**src/sorted_list_insert_top_assert.svh**
```systemverilog
// ---------------------------------------------------------------------------
// sorted_list_insert_top_assert.svh
// assertion macros for the sorted insertion list
// ---------------------------------------------------------------------------
`ifndef SORTED_LIST_INSERT_TOP_ASSERT_SVH
`define SORTED_LIST_INSERT_TOP_ASSERT_SVH

`ifndef SYNTHESIS

// property that must hold at every edge outside reset
`define SLI_ASSERT(lbl, prop, msg) \
   lbl: assert property (@(posedge clock) disable iff (reset) (prop)) else $error(msg);

// condition at one edge implies expression at the next edge
`define SLI_ASSERT_NEXT(lbl, cond, expr, msg) \
   lbl: assert property (@(posedge clock) disable iff (reset) (cond) |=> (expr)) else $error(msg);

`else

`define SLI_ASSERT(lbl, prop, msg)
`define SLI_ASSERT_NEXT(lbl, cond, expr, msg)

`endif

`endif

```
**src/sli_pkg.sv**
```systemverilog
// ---------------------------------------------------------------------------
// sli_pkg
// shared types and codes for the sorted insertion list
// ---------------------------------------------------------------------------
`default_nettype none

package sli_pkg;

   localparam int DATA_W = 32;

   // command codes carried in req_tuser
   localparam logic CMD_INSERT  = 1'b0;
   localparam logic CMD_READOUT = 1'b1;

   // result kind carried in rsp_tuser
   typedef enum logic [1:0] {
      STAT_INSERTED = 2'd0,
      STAT_FULL     = 2'd1,
      STAT_ELEMENT  = 2'd2,
      STAT_EMPTY    = 2'd3
   } status_type;

   // control sequencer states
   typedef enum logic {
      ST_IDLE = 1'b0,
      ST_READ = 1'b1
   } state_type;

   // one stored entry as seen by a neighbor
   typedef struct packed {
      logic                     valid;
      logic signed [DATA_W-1:0] value;
   } cell_data_type;

   // operation broadcast to every cell
   typedef struct packed {
      logic                     insert;
      logic                     rotate;
      logic signed [DATA_W-1:0] value;
   } cell_ctrl_type;

endpackage

`default_nettype wire

```
**src/sli_cell.sv**
```systemverilog
// ---------------------------------------------------------------------------
// sli_cell
// one slot of the sorted chain: compares, keeps, takes the new value or
// shifts in from a neighbor
// ---------------------------------------------------------------------------
`default_nettype none

module sli_cell (
   input  wire                   clock,
   input  wire                   reset,
   input  wire sli_pkg::cell_ctrl_type ctrl,
   input  wire sli_pkg::cell_data_type prev_data,   // neighbor toward the head
   input  wire                   prev_less,   // head cell sees 1 here
   input  wire sli_pkg::cell_data_type next_data,   // rotation source
   output sli_pkg::cell_data_type data,
   output logic                  less
);
   import sli_pkg::*;

   logic                     valid_ff, valid_in;
   logic signed [DATA_W-1:0] value_ff, value_in;
   logic                     take_new;

   // stored value strictly below the incoming one stays put
   assign less     = valid_ff && (value_ff < ctrl.value);
   assign take_new = !less && prev_less;

   assign data.valid = valid_ff;
   assign data.value = value_ff;

   // next slot content
   always_comb begin
      valid_in = valid_ff;
      value_in = value_ff;
      if (ctrl.insert) begin
         if (take_new) begin
            valid_in = 1'b1;
            value_in = ctrl.value;
         end else if (!less) begin
            valid_in = prev_data.valid;
            value_in = prev_data.value;
         end
      end else if (ctrl.rotate) begin
         valid_in = next_data.valid;
         value_in = next_data.value;
      end
   end

   // valid flag
   always_ff @(posedge clock) begin
      if (reset) begin
         valid_ff <= 1'b0;
      end else begin
         valid_ff <= valid_in;
      end
   end

   // payload
   always_ff @(posedge clock) begin
      value_ff <= value_in;
   end

endmodule

`default_nettype wire

```
**src/sorted_list_insert_top.sv**
```systemverilog
// ---------------------------------------------------------------------------
// sorted_list_insert_top
// bounded ascending list of signed 32-bit values in a chain of cells
// ---------------------------------------------------------------------------
// Usage: each req transaction carries a command in req_tuser and a value in
// req_tdata. An insert is compared against every cell at once and, unless
// the list is full, the chain shifts; its single result (inserted or full)
// appears on the rsp channel in the cycle after acceptance. While the rsp
// channel is free, inserts run at one per cycle.
// A readout rotates the whole chain toward the head, one step per cycle while
// the rsp channel is free, and emits the head cell whenever it holds an entry:
// the stored values come out in ascending order, the last one with rsp_tlast
// set. A readout occupies the block for a full turn of the chain, which
// restores the order; req_tready is low during that time. A readout of an
// empty list gives one result with status empty in the next cycle.
// The rsp channel has one output register; while a result waits there with
// rsp_tready low, the chain does not step and no new request is accepted.
// Reset (synchronous, active high) empties the list and clears the channel.
// ---------------------------------------------------------------------------
`default_nettype none

module sorted_list_insert_top #(
   parameter int CAPACITY = 16
) (
   input  wire         clock,
   input  wire         reset,
   // request channel
   input  wire         req_tvalid,
   output logic        req_tready,
   input  wire  [31:0] req_tdata,   // [31:0] value
   input  wire  [0:0]  req_tuser,   // [0] cmd
   // result channel
   output logic        rsp_tvalid,
   input  wire         rsp_tready,
   output logic [31:0] rsp_tdata,   // [31:0] value_out
   output logic [1:0]  rsp_tuser,   // [1:0] status
   output logic        rsp_tlast    // last
);
   import sli_pkg::*;

   `include "sorted_list_insert_top_assert.svh"

   localparam int CNT_W  = $clog2(CAPACITY + 1);
   localparam int STEP_W = $clog2(CAPACITY);

   // chain wiring
   cell_ctrl_type ctrl;
   cell_data_type cell_q [CAPACITY];
   logic          less_vec [CAPACITY];
   logic [CAPACITY-1:0] valid_vec;

   // control
   state_type   state_ff, state_in;
   logic [CNT_W-1:0]  count_ff, count_in;
   logic [STEP_W-1:0] step_ff, step_in;
   logic out_free, req_accept, full, do_insert;

   // output register
   logic                     rsp_valid_ff, rsp_valid_in;
   logic signed [DATA_W-1:0] rsp_value_ff, rsp_value_in;
   status_type               rsp_status_ff, rsp_status_in;
   logic                     rsp_last_ff, rsp_last_in;
   logic                     rsp_load;

   assign out_free   = !rsp_valid_ff || rsp_tready;
   assign req_tready = (state_ff == ST_IDLE) && out_free;
   assign req_accept = req_tvalid && req_tready;
   assign full       = (count_ff == CNT_W'(CAPACITY));
   assign do_insert  = req_accept && (req_tuser[0] == CMD_INSERT) && !full;

   assign ctrl.insert = do_insert;
   assign ctrl.rotate = (state_ff == ST_READ) && out_free;
   assign ctrl.value  = $signed(req_tdata);

   // row of cells
   for (genvar i = 0; i < CAPACITY; i++) begin : g_cell
      cell_data_type prev_d, next_d;
      logic          prev_l;
      if (i == 0) begin : g_head
         assign prev_d = '0;
         assign prev_l = 1'b1;
      end else begin : g_body
         assign prev_d = cell_q[i-1];
         assign prev_l = less_vec[i-1];
      end
      if (i == CAPACITY - 1) begin : g_tail
         assign next_d = cell_q[0];
      end else begin : g_mid
         assign next_d = cell_q[i+1];
      end
      sli_cell u_cell (
         .clock     (clock),
         .reset     (reset),
         .ctrl      (ctrl),
         .prev_data (prev_d),
         .prev_less (prev_l),
         .next_data (next_d),
         .data      (cell_q[i]),
         .less      (less_vec[i])
      );
      assign valid_vec[i] = cell_q[i].valid;
   end

   // sequencer and result selection
   always_comb begin
      state_in      = state_ff;
      count_in      = count_ff;
      step_in       = step_ff;
      rsp_load      = 1'b0;
      rsp_value_in  = rsp_value_ff;
      rsp_status_in = rsp_status_ff;
      rsp_last_in   = rsp_last_ff;
      case (state_ff)
         ST_IDLE: begin
            if (req_accept) begin
               rsp_last_in = 1'b1;
               if (req_tuser[0] == CMD_INSERT) begin
                  rsp_load      = 1'b1;
                  rsp_value_in  = $signed(req_tdata);
                  rsp_status_in = full ? STAT_FULL : STAT_INSERTED;
                  if (!full) begin
                     count_in = count_ff + CNT_W'(1);
                  end
               end else if (count_ff == '0) begin
                  rsp_load      = 1'b1;
                  rsp_value_in  = '0;
                  rsp_status_in = STAT_EMPTY;
               end else begin
                  state_in = ST_READ;
                  step_in  = '0;
               end
            end
         end
         ST_READ: begin
            if (out_free) begin
               if (cell_q[0].valid) begin
                  rsp_load      = 1'b1;
                  rsp_value_in  = cell_q[0].value;
                  rsp_status_in = STAT_ELEMENT;
                  rsp_last_in   = ({1'b0, step_ff} + (STEP_W+1)'(1))
                                  == (STEP_W+1)'(count_ff);
               end
               if (step_ff == STEP_W'(CAPACITY - 1)) begin
                  state_in = ST_IDLE;
               end else begin
                  step_in = step_ff + STEP_W'(1);
               end
            end
         end
         default: begin
            state_in = ST_IDLE;
         end
      endcase
      rsp_valid_in = rsp_load ? 1'b1 : (rsp_tready ? 1'b0 : rsp_valid_ff);
   end

   // control registers
   always_ff @(posedge clock) begin
      if (reset) begin
         state_ff     <= ST_IDLE;
         count_ff     <= '0;
         step_ff      <= '0;
         rsp_valid_ff <= 1'b0;
      end else begin
         state_ff     <= state_in;
         count_ff     <= count_in;
         step_ff      <= step_in;
         rsp_valid_ff <= rsp_valid_in;
      end
   end

   // result payload
   always_ff @(posedge clock) begin
      if (rsp_load) begin
         rsp_value_ff  <= rsp_value_in;
         rsp_status_ff <= rsp_status_in;
         rsp_last_ff   <= rsp_last_in;
      end
   end

   assign rsp_tvalid = rsp_valid_ff;
   assign rsp_tdata  = rsp_value_ff;
   assign rsp_tuser  = rsp_status_ff;
   assign rsp_tlast  = rsp_last_ff;

   // checks
   `SLI_ASSERT(a_count_bound, count_ff <= CNT_W'(CAPACITY), "entry count above capacity")
   `SLI_ASSERT(a_valid_prefix, $countones(valid_vec) == count_ff, "valid cells differ from count")
   `SLI_ASSERT(a_read_blocks, (state_ff == ST_READ) |-> !req_tready, "request taken during readout")
   `SLI_ASSERT_NEXT(a_insert_count, do_insert, count_ff == $past(count_ff) + CNT_W'(1), "insert did not bump count")

endmodule

`default_nettype wire

```
**config.mk**
```make
export PLATFORM = sky130hd
export DESIGN_NAME = sorted_list_insert_top
export DESIGN_NICKNAME = d
export VERILOG_FILES = /design/src/sli_pkg.sv /design/src/sli_cell.sv /design/src/sorted_list_insert_top.sv
export VERILOG_INCLUDE_DIRS = /design/src /design/src/src
export SDC_FILE = /design/constraint.sdc
export NUM_CORES = 2
export LEC_CHECK = 0
export BUFFER_PORTS_ARGS = -buffer_cell sky130_fd_sc_hd__buf_2
export CAP_MARGIN = 20
export CORE_MARGIN = 3
export CORE_UTILIZATION = 30
export DETAILED_ROUTE_END_ITERATION = 8
export PLACE_DENSITY_LB_ADDON = 0.3
export SYNTH_ARGS = -nofsm -noshare
export SYNTH_HDL_FRONTEND = slang
export SYNTH_HIERARCHICAL = 1
export SYNTH_SLANG_ARGS = --single-unit
```
**constraint.sdc**
```tcl
create_clock -name clock -period 8.3 [get_ports clock]
set_input_delay 0.83 -clock clock [delete_from_list [all_inputs] [get_ports clock]]
set_output_delay 0.83 -clock clock [all_outputs]
set_load 0.005 [all_outputs]
```
Yosys cells after proc, flatten, opt, wreduce, memory -nomap -nowiden

Index checks and enable logic that the tools add are counted.
Widths: inputs -> output; s select.

Add/subtract/negate cells: 3
Magnitude comparators: 16
Eq/ne operators: 26
Multiplexer cells: 163
Bitwise logic cells: 3
Reductions and logical operators: 77

Operators by type and width:

| operator            | count |
|---|---|
| $mux 32             | 68 |
| $lt 32x32->1        | 16 |
| $mux 1              | 79 |
| $pmux 32 s2         | 1 |
| $ne 3x3->1 const B  | 15 |
| $logic_and 1x1->1   | 36 |
| $reduce_and 2->1    | 16 |
| $mux 4              | 5 |
| $logic_not 1->1     | 17 |
| $mux 2              | 5 |
| $ne 2x2->1 const B  | 5 |
| $reduce_and 5->1    | 2 |
| $pmux 4 s2          | 1 |
| $reduce_and 4->1    | 2 |
| $pmux 1 s2          | 3 |
| $add 4x1->5 const B | 1 |
| $add 5x1->5 const B | 1 |
| $eq 5x5->1          | 1 |
| $eq 5x5->1 const B  | 1 |
| $logic_not 5->1     | 1 |
| $add 4x1->4 const B | 1 |
| $eq 4x4->1 const B  | 1 |
| $ne 2x1->1 const B  | 2 |
| $pmux 2 s2          | 1 |
| other kinds (4)     | 7 |

Bits in registers: 574
Input port bits: 37
Output and inout bits: 37
Word-level logic and storage cells: 327

Longest topological paths before layout

Word-level depth: 8
Mapped depth: 12
Depth with buffers taken out: 11

Modules after synthesis

Netlist, hierarchy kept.

Modules (own cells, without submodules):

| module                 | times used | cells an instance | area an instance (um^2) | seq. area each (um^2) |
|---|---|---|---|---|
| sli_cell               | 16         | 263               | 2613.8                  | 980.9 |
| sorted_list_insert_top | 1          | 163               | 2031.9                  | 1271.2 |

Worst setup path before layout

No wires, ideal clock.

Path kind: in2reg
Start: input req_tvalid
End: register g_cell[0].u_cell.value_ff[0] (enable)
Setup time: 559 ps
Arrival: 4069 ps
Required time: 7741 ps
Slack: 3672 ps
Stages: 5
Buffers on the path: 1
Cell sequence: nor2b_1 -> or4b_1 -> clkbuf_2 -> inv_1 -> a41oi_2

RTL lines:

| what                   | RTL line                     | RTL |
|---|---|---|
| start: declaration     | sorted_list_insert_top.sv:28 | `input wire req_tvalid,` |
| end signal: assignment | sli_cell.sv:60               | `value_ff <= value_in;` |
| end: declaration       | sli_cell.sv:21               | `logic signed [DATA_W-1:0] value_ff, value_in;` |

Worst setup path after layout

Start: input req_tdata[9]
End: register g_cell[1].u_cell.value_ff[5], data pin

Elaborated cells on any way between the ends: 8
Those cells by class: 2 x order compare; 2 x mux; 4 x reduce/logical

RTL lines:

| what                             | RTL line                     | RTL |
|---|---|---|
| start: declaration               | sorted_list_insert_top.sv:30 | `input wire [31:0] req_tdata,` |
| $lt 32x32->1                     | sli_cell.sv:25               | `assign less = valid_ff && (value_ff < ctrl.value);` |
| $logic_and 1x1->1                | sli_cell.sv:25               |  |
| net g_cell[1].prev_l             | sorted_list_insert_top.sv:78 | `logic prev_l;` |
| $logic_and 1x1->1                | sli_cell.sv:26               | `assign take_new = !less && prev_less;` |
| $mux 32                          | sli_cell.sv:36               | `if (take_new) begin` |
| $mux 32                          | sli_cell.sv:35               | `if (ctrl.insert) begin` |
| net g_cell[1].u_cell.value_in[5] | sli_cell.sv:21               |  |
| end signal: assignment           | sli_cell.sv:60               |  |
| end: declaration                 | sli_cell.sv:21               |  |

The timed path passes the listed nets, and every way through them passes these cells.
A chain may end at the register's enable or synchronous reset.

==> Implementation_results.wiki <==
{| class="wikitable"
! Metric !! Value
|-
| Status || finished clean
|-
| Via count || 33200
|-
| Clock root buffer master || sky130_fd_sc_hd__clkbuf_16
|-
| Num Clock Sinks || 574
|-
| Placed inst area || 0.0462 mm2
|-
| CTS Buf Count || just over 70
|-
| Met3 Routed Length || 7.50 mm
|-
| Boundary pin count || 74
|-
| Final design area excluding fillers || 0.0486 mm2
|-
| CP Data Arrival Time || 4.84 ns
|-
| Clock latency of the later-clocked register in the worst-skew pair || 0.63 ns
|-
| Cell count after synthesis || 4370
|-
| Fmax || 222 MHz
|-
| Routability congestion estimate from global placement || between 0.8 and 0.9
|-
| Hold-fix buffer count after cts || 0
|-
| Number of non-filler instances in the completed layout || 6389
|-
| TritonCTS clock tree || done
|-
| Max-slew headroom at the worst pin || 0.269
|-
| Share of layout cells above drive strength 1 || 0.116
|-
| First-pass GRT wire length || 206 mm
|-
| Number of design-rule violations left by the first detailed-router iteration || 2973
|-
| Growth of design area from synthesis to finish || 10.8%
|-
| Avg Vias per Cell || 5.19
|-
| Site Rows || 139
|-
| Leakage Power || 22.9 nW
|-
| Aggregate global-route resource usage || 0.175
|-
| Period minus WS final || around 4.5 ns
|-
| Topmost layer with routed signal wires || met5
|-
| Vertical die dimension || 388 um
|-
| Netlist Area Pre-Place || 0.0438 mm2
|-
| Per-cell routed wire length || 21.3 um
|-
| CTS H-Tree Depth || 3
|-
| Required time reported for the critical path endpoint || 8.63 ns
|-
| Maximum number of pins on one net before global-route repair || 202
|-
| Worst Hold Margin || about 0.49 ns
|-
| RSZ-0062 raised after global routing || false
|-
| Average cell area after synthesis || 10.0 um2
|-
| DP Cell Count || 6255
|-
| Post-Route Skew || between 0.02 and 0.03 ns
|-
| Worst hold-check path type || reg -> reg
|-
| Met2 WL post-DR || 58.4 mm
|-
| Power density over the cells || 181 mW/mm2
|-
| DRC errors left || 0
|-
| First-pass DRT Iterations || 7
|-
| Final count of pins violating max slew || 0
|-
| Clock-pin slew on the worst setup and hold paths || about 0.06 ns
|-
| Wire length after detailed routing || 136 mm
|-
| Post-CTS Resized || 0
|-
| Post-CTS setup buffers || 0
|-
| Share of the cycle needed by the critical path after routing || 0.544
|-
| Post-Route Setup TNS || 0 ns
|-
| Category of the worst setup path capture point || register
|-
| Die area || 0.151 mm2
|-
| Number of max-cap violations || 0
|-
| Final layout net count || 4964
|-
| Wire length on met1 || 66.8 mm
|-
| Final number of hold-violating endpoints || 0
|-
| Die outline width || 388 um
|-
| Highest-count cells in the layout ignoring fill and taps || 684 x sky130_fd_sc_hd__a21oi_1, 581 x sky130_fd_sc_hd__nor2_1, 547 x sky130_fd_sc_hd__edfxtp_1
|-
| Vias in the first global route || 32500
|-
| Clock tree buffer depth || 3
|-
| Aggregate global routing overflow || 0
|-
| Slew @ Worst Pin || roughly 1.1 ns
|-
| Initial antenna violation count || 6
|-
| Kind of critical path || in -> reg
|-
| Startpoint types || input port
|-
| Final HPWL DP || 97.1 mm
|-
| Worst-case vdd ir drop || 0.000120 V
|-
| Placeable core region || 0.144 mm2
|-
| Count of yosys warnings during synthesis || 6
|-
| Count of antenna-violating nets left after detailed routing || 0
|-
| Initial core utilization || 0.304
|-
| Number of port buffers || 73
|-
| Commonest non-fill, non-tap cell in the layout || sky130_fd_sc_hd__a21oi_1
|-
| Maximum fanout encountered on the critical timing path || 32
|-
| Setup Viol. Count Final || 0
|}
## path summary, 6_finish.rpt
path | end | cells after the start | slack [ns] | startpoint
worst max-delay path | g_cell[1].u_cell/value_ff[5] | 14 | 3.79 | req_tdata[9]
worst min-delay path | step_ff[1] | 2 | 0.49 | step_ff[1]
worst max register to register | g_cell[1].u_cell/valid_ff | 10 | 3.86 | count_ff[0]
worst min register to register | step_ff[1] | 2 | 0.49 | step_ff[1]
## where the power goes
part	internal, mW	switching (mW)	leakage [nW]
Clock	1.93	1.31	1.15
Combinational	0.650	1.12	16.4
Sequential	3.51	0.256	5.32
Total	6.10	2.69	22.9
## layer usage
layer  GRT usage  vias to the layer above
li1            -                    16000
met1       0.260                    16000
met2       0.266                      958
met3      0.0192                      188
met4      0.0498                        8
met5           0                        -
## final cells by class
cell class	count	area, um2
tap	1903	2380
fill	14700	95800
multi-input combinational	3125	23900
antenna	2	5.00
clock buffer	107	2100
sequential	574	17000
inverter	517	1950
clock inverter	23	274
timing repair buffer	138	958
## per-stage QoR
step / power, mW / setup slack, ns / util
after floorplan: 4.93 / 3.67 / -
after global placement: 5.52 / 3.16 / 0.319
after detailed placement: 5.57 / 3.20 / 0.320
after CTS: 8.86 / 3.87 / 0.336
after global routing: 9.22 / 3.54 / 0.337
final: 8.78 / 3.79 / 0.337
## worst max-delay path, cell delays in order
cell                        delay (ns)
sky130_fd_sc_hd__buf_2            0.49
sky130_fd_sc_hd__buf_4            0.33
sky130_fd_sc_hd__inv_1            0.07
sky130_fd_sc_hd__ha_1             0.31
sky130_fd_sc_hd__a21oi_1          0.14
sky130_fd_sc_hd__o21ai_0          0.12
sky130_fd_sc_hd__a221oi_2         0.56
sky130_fd_sc_hd__o2bb2ai_2        0.19
sky130_fd_sc_hd__or3_2            0.49
sky130_fd_sc_hd__and3_1           0.25
sky130_fd_sc_hd__o311ai_4         0.07
sky130_fd_sc_hd__buf_4            0.55
sky130_fd_sc_hd__mux2i_1          0.28
sky130_fd_sc_hd__a21oi_1          0.09
## flip-flops by register name (all words and copies together) (netlist names)
name and cells:
g_cell.u_cell/value_ff 512, rsp_tdata 32, g_cell.u_cell/valid_ff 16, count_ff 5
step_ff 4, rsp_tuser 2, rsp_tlast 1, rsp_tvalid 1
state_ff 1
(Power assumes the default switching activity.)
